--- config.mk ---
export PLATFORM = sky130hd
export DESIGN_NAME = gimbal_aim_scan_sequencer_flat
export DESIGN_NICKNAME = d
export VERILOG_FILES = /design/src/sv/gass_pkg.sv /design/src/sv/gass_in_if.sv /design/src/sv/gass_out_if.sv /design/src/sv/gass_cfg_if.sv /design/src/sv/gass_cfg_regs.sv /design/src/sv/gass_core.sv /design/src/sv/gimbal_aim_scan_sequencer.sv /design/src/flat_wrapper.sv
export VERILOG_INCLUDE_DIRS = /design/src /design/src/sv
export SDC_FILE = /design/constraint.sdc
export NUM_CORES = 2
export LEC_CHECK = 0
export ABC_AREA = 1
export BUFFER_PORTS_ARGS = -buffer_cell sky130_fd_sc_hd__buf_2
export CORE_UTILIZATION = 30
export CTS_BUF_LIST = sky130_fd_sc_hd__clkbuf_16
export DETAILED_ROUTE_END_ITERATION = 8
export PLACE_DENSITY = 0.41
export SYNTH_ARGS = -nofsm -noshare
export SYNTH_HDL_FRONTEND = slang
export SYNTH_SLANG_ARGS = --single-unit
export TNS_END_PERCENT = 20
--- constraint.sdc ---
create_clock -name clk -period 16.8 [get_ports clk]
set_input_delay 0.84 -clock clk [delete_from_list [all_inputs] [get_ports clk]]
set_output_delay 0.84 -clock clk [all_outputs]
set_load 0.05 [all_outputs]
--- src/sv/assert_macros.svh ---
// Assertion macros shared by the RTL files.
// Each macro expects signals named clk and rst_n in the enclosing module.
`ifndef ASSERT_MACROS_SVH
`define ASSERT_MACROS_SVH

// The condition holds at every clock edge outside reset.
`define ASSERT_HOLDS(lbl, cond) \
    lbl: assert property (@(posedge clk) disable iff (!rst_n) (cond)) \
        else $error("assertion failed");

// The consequent holds in the same cycle as the antecedent.
`define ASSERT_SAME(lbl, ante, cons) \
    lbl: assert property (@(posedge clk) disable iff (!rst_n) (ante) |-> (cons)) \
        else $error("assertion failed");

// The consequent holds in the cycle after the antecedent.
`define ASSERT_NEXT(lbl, ante, cons) \
    lbl: assert property (@(posedge clk) disable iff (!rst_n) (ante) |=> (cons)) \
        else $error("assertion failed");

`endif

--- src/sv/gass_pkg.sv ---
`timescale 1ns / 1ps

package gass_pkg;

    localparam int CfgIdxW  = 3;
    localparam int CfgDataW = 25;

    typedef enum logic [CfgIdxW-1:0] {
        REG_HOLD_SECONDS     = 3'd0,
        REG_SETTLE_BAND      = 3'd1,
        REG_YAW_SWEEP_STEP   = 3'd2,
        REG_PITCH_SWEEP_STEP = 3'd3,
        REG_PITCH_TOP        = 3'd4,
        REG_PITCH_BOTTOM     = 3'd5
    } cfg_idx_t;

    // 180/pi in Q20.
    localparam logic signed [26:0] DegPerRadQ20 = 27'sd60078979;
    localparam logic signed [58:0] RoundHalf    = 59'sd524288;

    localparam logic [7:0]         HoldSecondsRst    = 8'd3;
    localparam logic [15:0]        SettleBandRst     = 16'd9830;
    localparam logic [15:0]        YawSweepStepRst   = 16'd6554;
    localparam logic [15:0]        PitchSweepStepRst = 16'd1966;
    localparam logic signed [24:0] PitchTopRst       = 25'sd983040;
    localparam logic signed [24:0] PitchBottomRst    = -25'sd1769472;
    localparam logic [31:0]        LastSightRst      = 32'd10;

    typedef struct packed {
        logic [31:0]        time_s;
        logic               aim_seen;
        logic signed [31:0] aim_yaw_rad;
        logic signed [31:0] aim_pitch_rad;
        logic               fire_request;
        logic signed [31:0] yaw_meas;
        logic signed [31:0] yaw_meas_prev;
        logic signed [31:0] pitch_meas;
        logic [12:0]        enc_count;
        logic [12:0]        enc_count_prev;
    } in_item_t;

    typedef struct packed {
        logic signed [31:0] yaw_target;
        logic signed [31:0] pitch_target;
        logic               fire_out;
        logic               tracking;
    } out_item_t;

    typedef struct packed {
        logic [7:0]         hold_seconds;
        logic [15:0]        settle_band;
        logic [15:0]        yaw_sweep_step;
        logic [15:0]        pitch_sweep_step;
        logic signed [24:0] pitch_top;
        logic signed [24:0] pitch_bottom;
    } cfg_t;

    // Q16 radians to Q16 degrees, rounded half up, wrapping to 32 bits.
    function automatic logic signed [31:0] rad_to_deg(input logic signed [31:0] rad);
        logic signed [58:0] prod;
        logic signed [58:0] q;
        prod = 59'(rad) * 59'(DegPerRadQ20);
        q    = prod + RoundHalf;
        return q[51:20];
    endfunction

endpackage

--- src/sv/gass_in_if.sv ---
`timescale 1ns / 1ps

interface gass_in_if
    import gass_pkg::*;
();
    logic     valid;
    logic     ready;
    in_item_t data;

    modport source (output valid, output data, input ready);
    modport sink (input valid, input data, output ready);
endinterface

--- src/sv/gass_out_if.sv ---
`timescale 1ns / 1ps

interface gass_out_if
    import gass_pkg::*;
();
    logic      valid;
    logic      ready;
    out_item_t data;

    modport source (output valid, output data, input ready);
    modport sink (input valid, input data, output ready);
endinterface

--- src/sv/gass_cfg_if.sv ---
`timescale 1ns / 1ps

interface gass_cfg_if
    import gass_pkg::*;
();
    logic                valid;
    logic                ready;
    logic [CfgIdxW-1:0]  index;
    logic [CfgDataW-1:0] wdata;

    modport source (output valid, output index, output wdata, input ready);
    modport sink (input valid, input index, input wdata, output ready);
endinterface

--- src/sv/gass_cfg_regs.sv ---
`timescale 1ns / 1ps

module gass_cfg_regs
    import gass_pkg::*;
(
    input  logic       clk,
    input  logic       rst_n,
    gass_cfg_if.sink   cfg,
    output cfg_t       regs
);

    cfg_t cfg_reg;
    cfg_t cfg_next;

    assign cfg.ready = 1'b1;
    assign regs      = cfg_reg;

    always_comb
    begin
        cfg_next = cfg_reg;
        if (cfg.valid)
        begin
            case (cfg_idx_t'(cfg.index))
                REG_HOLD_SECONDS:     cfg_next.hold_seconds     = cfg.wdata[7:0];
                REG_SETTLE_BAND:      cfg_next.settle_band      = cfg.wdata[15:0];
                REG_YAW_SWEEP_STEP:   cfg_next.yaw_sweep_step   = cfg.wdata[15:0];
                REG_PITCH_SWEEP_STEP: cfg_next.pitch_sweep_step = cfg.wdata[15:0];
                REG_PITCH_TOP:        cfg_next.pitch_top        = cfg.wdata;
                REG_PITCH_BOTTOM:     cfg_next.pitch_bottom     = cfg.wdata;
                default:              cfg_next = cfg_reg;
            endcase
        end
    end

    always_ff @(posedge clk or negedge rst_n)
    begin
        if (!rst_n)
        begin
            cfg_reg.hold_seconds     <= HoldSecondsRst;
            cfg_reg.settle_band      <= SettleBandRst;
            cfg_reg.yaw_sweep_step   <= YawSweepStepRst;
            cfg_reg.pitch_sweep_step <= PitchSweepStepRst;
            cfg_reg.pitch_top        <= PitchTopRst;
            cfg_reg.pitch_bottom     <= PitchBottomRst;
        end
        else
        begin
            cfg_reg <= cfg_next;
        end
    end

endmodule

--- src/sv/gass_core.sv ---
`timescale 1ns / 1ps
`include "assert_macros.svh"

module gass_core
    import gass_pkg::*;
(
    input  logic      clk,
    input  logic      rst_n,
    input  cfg_t      cfg,
    input  logic      adv,
    input  in_item_t  item,
    output out_item_t result
);

    logic        aim_active_reg, aim_active_next;
    logic [31:0] last_sight_reg, last_sight_next;
    logic [31:0] yaw_sp_reg, yaw_sp_next;
    logic [31:0] pitch_sp_reg, pitch_sp_next;
    logic        yaw_up_reg, yaw_up_next;
    logic        pitch_up_reg, pitch_up_next;

    logic               active_or;
    logic signed [32:0] elapsed;
    logic signed [32:0] hold_ext;
    logic signed [32:0] dyaw;
    logic signed [32:0] band_ext;
    logic               in_hold;
    logic               settled;
    logic               track;
    logic signed [31:0] yaw_deg;
    logic signed [31:0] pitch_deg;

    assign yaw_deg   = rad_to_deg(item.aim_yaw_rad);
    assign pitch_deg = rad_to_deg(item.aim_pitch_rad);

    always_comb
    begin
        active_or = aim_active_reg | item.aim_seen;
        elapsed   = $signed({1'b0, item.time_s}) - $signed({1'b0, last_sight_reg});
        hold_ext  = $signed({25'd0, cfg.hold_seconds});
        in_hold   = elapsed < hold_ext;
        track     = active_or | in_hold;
        dyaw      = 33'(item.yaw_meas) - 33'(item.yaw_meas_prev);
        band_ext  = $signed({17'd0, cfg.settle_band});
        settled   = (dyaw <= band_ext) && (dyaw >= -band_ext);

        aim_active_next = active_or;
        last_sight_next = last_sight_reg;
        yaw_sp_next     = yaw_sp_reg;
        pitch_sp_next   = pitch_sp_reg;
        yaw_up_next     = yaw_up_reg;
        pitch_up_next   = pitch_up_reg;

        if (track)
        begin
            if (active_or)
            begin
                last_sight_next = item.time_s;
            end
            yaw_sp_next   = yaw_deg;
            pitch_sp_next = pitch_deg;
            if (settled)
            begin
                aim_active_next = 1'b0;
            end
        end
        else
        begin
            if (yaw_up_reg)
            begin
                yaw_sp_next = yaw_sp_reg + {16'd0, cfg.yaw_sweep_step};
            end
            else
            begin
                yaw_sp_next = yaw_sp_reg - {16'd0, cfg.yaw_sweep_step};
            end
            if (item.enc_count == item.enc_count_prev)
            begin
                yaw_up_next = !yaw_up_reg;
            end

            if (pitch_up_reg)
            begin
                pitch_sp_next = pitch_sp_reg + {16'd0, cfg.pitch_sweep_step};
                if (item.pitch_meas >= 32'(cfg.pitch_top))
                begin
                    pitch_up_next = 1'b0;
                end
            end
            else
            begin
                pitch_sp_next = pitch_sp_reg - {16'd0, cfg.pitch_sweep_step};
                if (item.pitch_meas <= 32'(cfg.pitch_bottom))
                begin
                    pitch_up_next = 1'b1;
                end
            end
        end

        result.yaw_target   = yaw_sp_next;
        result.pitch_target = pitch_sp_next;
        result.fire_out     = track & item.fire_request;
        result.tracking     = track;
    end

    always_ff @(posedge clk or negedge rst_n)
    begin
        if (!rst_n)
        begin
            aim_active_reg <= 1'b0;
            last_sight_reg <= LastSightRst;
            yaw_sp_reg     <= 32'd0;
            pitch_sp_reg   <= 32'd0;
            yaw_up_reg     <= 1'b0;
            pitch_up_reg   <= 1'b0;
        end
        else if (adv)
        begin
            aim_active_reg <= aim_active_next;
            last_sight_reg <= last_sight_next;
            yaw_sp_reg     <= yaw_sp_next;
            pitch_sp_reg   <= pitch_sp_next;
            yaw_up_reg     <= yaw_up_next;
            pitch_up_reg   <= pitch_up_next;
        end
    end

    // A scanning item can only follow a cleared aim flag, and it leaves it clear.
    `ASSERT_NEXT(a_scan_keeps_flag_clear, adv && !result.tracking, !aim_active_reg)
    // A sighting always restarts the hold time from the item's own time.
    `ASSERT_NEXT(a_sight_sets_time, adv && item.aim_seen, last_sight_reg == $past(item.time_s))

endmodule

--- src/sv/gimbal_aim_scan_sequencer.sv ---
`timescale 1ns / 1ps
`include "assert_macros.svh"

// Gimbal aim and scan sequencer. The block accepts one item per clock while
// the result side is not stalled and returns one result per item. An
// accepted item is held in an input register; one compute stage, with one
// constant multiplier per angle for the radian to degree conversion, updates
// the aim and scan state and writes the result register. The state update
// closes within that single stage, so a new item can follow in every cycle
// unless the result side stalls. Configuration registers are written through
// the cfg channel, which is always ready, and take effect for the next item.

module gimbal_aim_scan_sequencer
    import gass_pkg::*;
(
    input  logic        clk,
    input  logic        rst_n,
    gass_in_if.sink     tick,
    gass_out_if.source  result,
    gass_cfg_if.sink    cfg
);

    cfg_t      regs;
    out_item_t core_result;

    logic      s1_vld_reg, s1_vld_next;
    in_item_t  s1_item_reg;
    logic      out_vld_reg, out_vld_next;
    out_item_t out_item_reg;

    logic      out_free;
    logic      s1_adv;
    logic      accept;

    gass_cfg_regs u_cfg_regs (
        .clk   (clk),
        .rst_n (rst_n),
        .cfg   (cfg),
        .regs  (regs)
    );

    gass_core u_core (
        .clk    (clk),
        .rst_n  (rst_n),
        .cfg    (regs),
        .adv    (s1_adv),
        .item   (s1_item_reg),
        .result (core_result)
    );

    always_comb
    begin
        out_free     = !out_vld_reg || result.ready;
        s1_adv       = s1_vld_reg && out_free;
        tick.ready   = !s1_vld_reg || out_free;
        accept       = tick.valid && tick.ready;
        s1_vld_next  = accept || (s1_vld_reg && !s1_adv);
        out_vld_next = s1_adv || (out_vld_reg && !result.ready);
    end

    assign result.valid = out_vld_reg;
    assign result.data  = out_item_reg;

    always_ff @(posedge clk or negedge rst_n)
    begin
        if (!rst_n)
        begin
            s1_vld_reg  <= 1'b0;
            out_vld_reg <= 1'b0;
        end
        else
        begin
            s1_vld_reg  <= s1_vld_next;
            out_vld_reg <= out_vld_next;
        end
    end

    always_ff @(posedge clk)
    begin
        if (accept)
        begin
            s1_item_reg <= tick.data;
        end
        if (s1_adv)
        begin
            out_item_reg <= core_result;
        end
    end

    `ASSERT_SAME(a_ready_when_empty, !s1_vld_reg, tick.ready)
    `ASSERT_NEXT(a_adv_fills_result, s1_adv, out_vld_reg)
    `ASSERT_SAME(a_fire_gated, out_vld_reg && !out_item_reg.tracking, !out_item_reg.fire_out)

endmodule

--- src/flat_wrapper.sv ---
// flat-port wrapper written by rule: the top's interface ports become plain ports
module gimbal_aim_scan_sequencer_flat import gass_pkg::*;
  (clk, rst_n, tick_valid, tick_data, tick_ready, result_valid, result_data, result_ready, cfg_valid, cfg_index, cfg_wdata, cfg_ready);
  gass_in_if tick_i ();
  gass_out_if result_i ();
  gass_cfg_if cfg_i ();
  input  logic clk;
  input  logic rst_n;
  input wire logic [$bits(tick_i.valid)-1:0] tick_valid;
  input wire logic [$bits(tick_i.data)-1:0] tick_data;
  output wire logic [$bits(tick_i.ready)-1:0] tick_ready;
  output wire logic [$bits(result_i.valid)-1:0] result_valid;
  output wire logic [$bits(result_i.data)-1:0] result_data;
  input wire logic [$bits(result_i.ready)-1:0] result_ready;
  input wire logic [$bits(cfg_i.valid)-1:0] cfg_valid;
  input wire logic [$bits(cfg_i.index)-1:0] cfg_index;
  input wire logic [$bits(cfg_i.wdata)-1:0] cfg_wdata;
  output wire logic [$bits(cfg_i.ready)-1:0] cfg_ready;
  assign tick_i.valid = tick_valid;
  assign tick_i.data = tick_data;
  assign tick_ready = tick_i.ready;
  assign result_valid = result_i.valid;
  assign result_data = result_i.data;
  assign result_i.ready = result_ready;
  assign cfg_i.valid = cfg_valid;
  assign cfg_i.index = cfg_index;
  assign cfg_i.wdata = cfg_wdata;
  assign cfg_ready = cfg_i.ready;
  gimbal_aim_scan_sequencer u_core (.clk(clk), .rst_n(rst_n), .tick(tick_i), .result(result_i), .cfg(cfg_i));
endmodule
# Word-level counts from Yosys, hierarchy flattened

Cells that the tools add are included.

Multipliers: 2
Reductions and logical operators: 24
$lt $le $gt $ge: 5
Eq/ne operators: 6
Bitwise gates (word level): 4
Mux-type cells: 9
Add/subtract/negate cells: 9

Operator list:

| kind                   | count |
|---|---|
| $mux 32                | 4 |
| $add 52x21->52 const B | 2 |
| $mul 32x27->52 const B | 2 |
| $sub 32x32->33         | 2 |
| $add 32x16->32         | 2 |
| $sub 32x16->32         | 2 |
| $ge 33x33->1           | 1 |
| $le 33x17->1           | 1 |
| $lt 33x9->1            | 1 |
| $neg 16->33            | 1 |
| $ge 32x25->1           | 1 |
| $le 32x25->1           | 1 |
| $reduce_and 2->1       | 7 |
| $eq 13x13->1           | 1 |
| $eq 3x2->1 const B     | 2 |
| $eq 3x3->1 const B     | 2 |
| $reduce_and 3->1       | 2 |
| $logic_and 1x1->1      | 5 |
| $logic_not 1->1        | 5 |
| $mux 1                 | 5 |
| $logic_or 1x1->1       | 4 |
| $eq 3x1->1 const B     | 1 |
| $logic_not 3->1        | 1 |
| $or 1x1->1             | 2 |
| 2 further kinds        | 2 |

Bits of input ports: 253
Register bits: 493
Word-level logic and storage cells: 87
Output and inout port bits: 69

# Depth between registers and ports, before layout

Depth after elaboration: 6
Mapped depth: 34
Mapped depth without buffers: 34

# Modules after synthesis

From an unflattened synthesis, not the netlist that was laid out.

Cells, all modules: 7,274
Area, all modules: 61,980.7 um2

Modules (own cells, without submodules):

| module                    | seq. area each (um2) | cells an instance | instances | area each (um2) |
|---|---|---|---|---|
| gass_core                 | 2,479.9              | 6,507             | 1         | 49,082.1 |
| gimbal_aim_scan_sequencer | 8,638.3              | 298               | 1         | 8,683.3 |
| gass_cfg_regs             | 2,695.1              | 469               | 1         | 4,215.3 |

# Worst setup path before layout

Ideal clock, no wire load.

Path type: input port to flip-flop
From: in result_ready
To: reg u_core.s1_item_reg[0] (netlist bit) (enable)
Slack: 10,565 ps
Path buffers: 0
Data required time: 16,230 ps
Library setup time: 570 ps
Stages on the path: 4
Data arrival time: 5,665 ps
Path through: inv_1 nand3_1 nand2_1 inv_1

Cells in the longest elaborated chain, start to end: 3

Ends and longest elaborated chain:

| element                 | RTL line                        | RTL |
|---|---|---|
| start, declared         | flat_wrapper.sv:14              | `input wire logic [$bits(result_i.ready)-1:0] result_ready;` |
| $logic_or 1x1->1        | gimbal_aim_scan_sequencer.sv:53 | `out_free = !out_vld_reg \|\| result.ready;` |
| $logic_or 1x1->1        | gimbal_aim_scan_sequencer.sv:55 | `tick.ready = !s1_vld_reg \|\| out_free;` |
| named net tick_ready    | flat_wrapper.sv:11              | `output wire logic [$bits(tick_i.ready)-1:0] tick_ready;` |
| $logic_and 1x1->1       | gimbal_aim_scan_sequencer.sv:56 | `accept = tick.valid && tick.ready;` |
| named net u_core.accept | gimbal_aim_scan_sequencer.sv:33 | `logic accept;` |
| end signal, assigned    | gimbal_aim_scan_sequencer.sv:82 | `s1_item_reg <= tick.data;` |
| end, declared           | gimbal_aim_scan_sequencer.sv:27 | `in_item_t s1_item_reg;` |

The timed path passes the listed nets, and every way through them passes these cells.
A chain may end at the register's enable or synchronous reset.

==> run summary <==
Post-DP HPWL: 174 mm
clock tree from TritonCTS: built
period utilisation layout: 42.1%
port bufs: 320
EDFF count, synth: 286
post-synthesis sequential area ratio: 22.4%
postcts setup bufs: 0
ANT nets after route: 0
worst slack, placed: 9.81 ns
cts hold-fix bufs: 0
GRT Overall Usage: 19.9%
WP buf/inv: 7
Crit path arrival time: 7.52 ns
core area: 203000 um2
Synth Warn #: 0
CP dominant cell by count: inv_1
WL/cell: 19.8 um
Worst-Skew Late Latency: 0.71 ns
row count: 165
starting density of the core: 30.3%
RSZ-0062 raised after global routing: false
CTS buffer count: 70
CP max stage cell: edfxtp_1
MaxCap Viol Count: 0
die width: 455 um
Root Driver: clkbuf_16
FFs w/ async S/R, synth: 42.0%
drt pass-1 iters: 6
initial antenna violation count: 10
Die H: 455 um
CTS clk-pin slew, worst paths: 0.06 ns
post-layout min period: 7.07 ns
setup TNS: 0 ns
GR Overflow Total: 0
Yosys reg bits: 493
Worst Reg-to-Reg Cells: 26
GP Congestion: 0.929
Worst Path Max Fanout: 6
H-Tree Depth: 3
post-synth top area share: 22.5%
Final Slew Violations: 0
vias: 46.7k
top cells by area, synth: fa_1, ha_1, edfxtp_1
PostCTS Resize Cnt: 0
Crit path required time: 17.25 ns
CP delay by family, top: adder cells
Max Freq: 141 MHz
DRT iter0 DRCs: 2357
r2r startpoint: u_core.s1_item_reg[163]
syn nets: 9015
min-delay worst type: primary input to asynchronous set/reset pin
Worst Setup Start Kind: flip-flop
R2R Path End: u_core.result.data[59]
DRT Wirelength: 203 mm
max reg flops: 220
vias in the first global route: 50.1k
top_reg_cell synth: edfxtp_1
largest net degree at the start of global routing: 101
measured slew at the worst slew-check pin: 1.23 ns
clk buf depth: 3
area growth from synthesis to layout: 11.6%
critical path type: flip-flop to flip-flop
mapped cell area: 61600 um2
die area: 207000 um2
via density per instance: 4.56
Yosys cell types: 54
share of post-route cells with drive strength above 1: 6.90%
Final Hold Viols: 0
Worst R2R Setup Slack: 9.73 ns
first-pass GRT wire length: 310 mm
relative slew slack: 17.5%
Setup-failing EPs final: 0
Ports: 322
drt drc: 0
run status: finished clean
Setup crit end kind: flip-flop
Mapped Cells: 7187
nets: 9345
Clock Sinks: 493
CP max stage delay: 0.56 ns
clk_skew: 0.0805 ns
worst setup margin: 9.73 ns
Yosys top cell by area: fa_1
Avg Cell Area, Syn: 8.57 um2
[how the worst max path moves through the flow]
stage                            start                endpoint  slack (ns)  cells past startpoint
4_1_cts        u_core.s1_item_reg[163]  u_core.result.data[59]        9.76                     26
3_3_place_gp   u_core.s1_item_reg[163]  u_core.result.data[43]        9.73                     23
5_1_grt        u_core.s1_item_reg[134]  u_core.result.data[27]        9.42                     27
3_5_place_dp   u_core.s1_item_reg[170]  u_core.result.data[59]        9.81                     24
2_1_floorplan             result_ready   u_core.s1_item_reg[0]       10.56                      4
6_report       u_core.s1_item_reg[163]  u_core.result.data[59]        9.73                     26
[cells by family (layout without fill, tap and decap cells)]
logic type	after synthesis	count (layout)	synth area share, %
AO/OA/AOI/OAI	771	771	6.93
XOR/XNOR	236	236	3.35
adder cells (fa/ha/maj)	1575	1575	40.4
buffers and inverters	1956	2344	12.0
flip-flops	493	493	22.4
multiplexers	2	2	0.0325
other	1	3	0.00609
AND/OR/NAND/NOR	2153	2153	14.8
[area by class of cell]
class | count | area [um2]
well taps | 2672 | 3340
multi-input cells | 4738 | 40400
inverters | 1873 | 7040
fillers | 21600 | 134000
repair buffers | 341 | 1770
flip-flops and latches | 493 | 13800
clock inverters | 57 | 536
clock buffers | 73 | 1830
diodes | 2 | 5.00
[stage by stage]
step	cell area (um2)	hold WS (ns)	util, %	std cells
final	68800	0.143	33.9	10200
after global routing	68800	0.175	33.9	10200
after CTS	68800	0.152	33.9	10200
after detailed placement	66400	0.473	32.7	10100
after global placement	66400	0.470	32.7	10100
after floorplan	61600	0.450	-	7187
[per-layer routing]
| metal | up-vias | part of all wire, % | global-route usage [%] | routed length [um] |
|---|---|---|---|---|
| li1 | 23100 | - | - | - |
| met1 | 22700 | 46 | 26.9 | 93900 |
| met2 | 711 | 48 | 34.0 | 97700 |
| met3 | 181 | 3.0 | 2.18 | 6150 |
| met4 | 14 | 2.4 | 4.49 | 4790 |
| met5 | - | 0.045 | 0 | 92 |
[Yosys cell counts, drive strengths merged (7+ instances only)]
| cell | count |
|---|---|
| edfxtp | 286 |
| o211ai | 8 |
| nor4 | 26 |
| nand3 | 211 |
| ha | 881 |
| or2 | 14 |
| nor3 | 76 |
| nand3b | 10 |
| nand4 | 124 |
| a21o | 24 |
| a21boi | 7 |
| a221oi | 11 |
| and2 | 74 |
| dfstp | 36 |
| inv | 1870 |
| clkbuf | 65 |
| a211oi | 13 |
| o21ai | 292 |
| fa | 694 |
| a21oi | 315 |
| nand2 | 1232 |
| dfrtp | 171 |
| xor2 | 162 |
| xnor2 | 74 |
| a31oi | 33 |
| o21bai | 23 |
| nor2 | 379 |
| buf | 18 |
| o21a | 20 |
[layout by cell type (no fill, tap or decap), drive strengths merged, types with 4 or more instances in the layout]
cell	n
clkinv	30
or2	14
nand2	1232
o211ai	8
nand3b	10
o21ai	292
a21oi	315
nor2	379
xor2	162
clkbuf	73
fa	694
a221oi	11
edfxtp	286
buf	341
a31oi	33
bufinv	4
xnor2	74
o21a	20
o31ai	4
a21boi	7
a21o	24
nor4	26
clkinvlp	8
o22ai	4
nor3	76
nand3	211
dfstp	36
and3	5
ha	881
o221a	4
o311ai	4
o221ai	4
inv	1888
and2	74
a211oi	13
nand4	124
dfrtp	171
o21bai	23
Power is left out: the tool's default activity adds up to more than one toggle a clock period on the data nets, which glitch-free logic cannot reach.
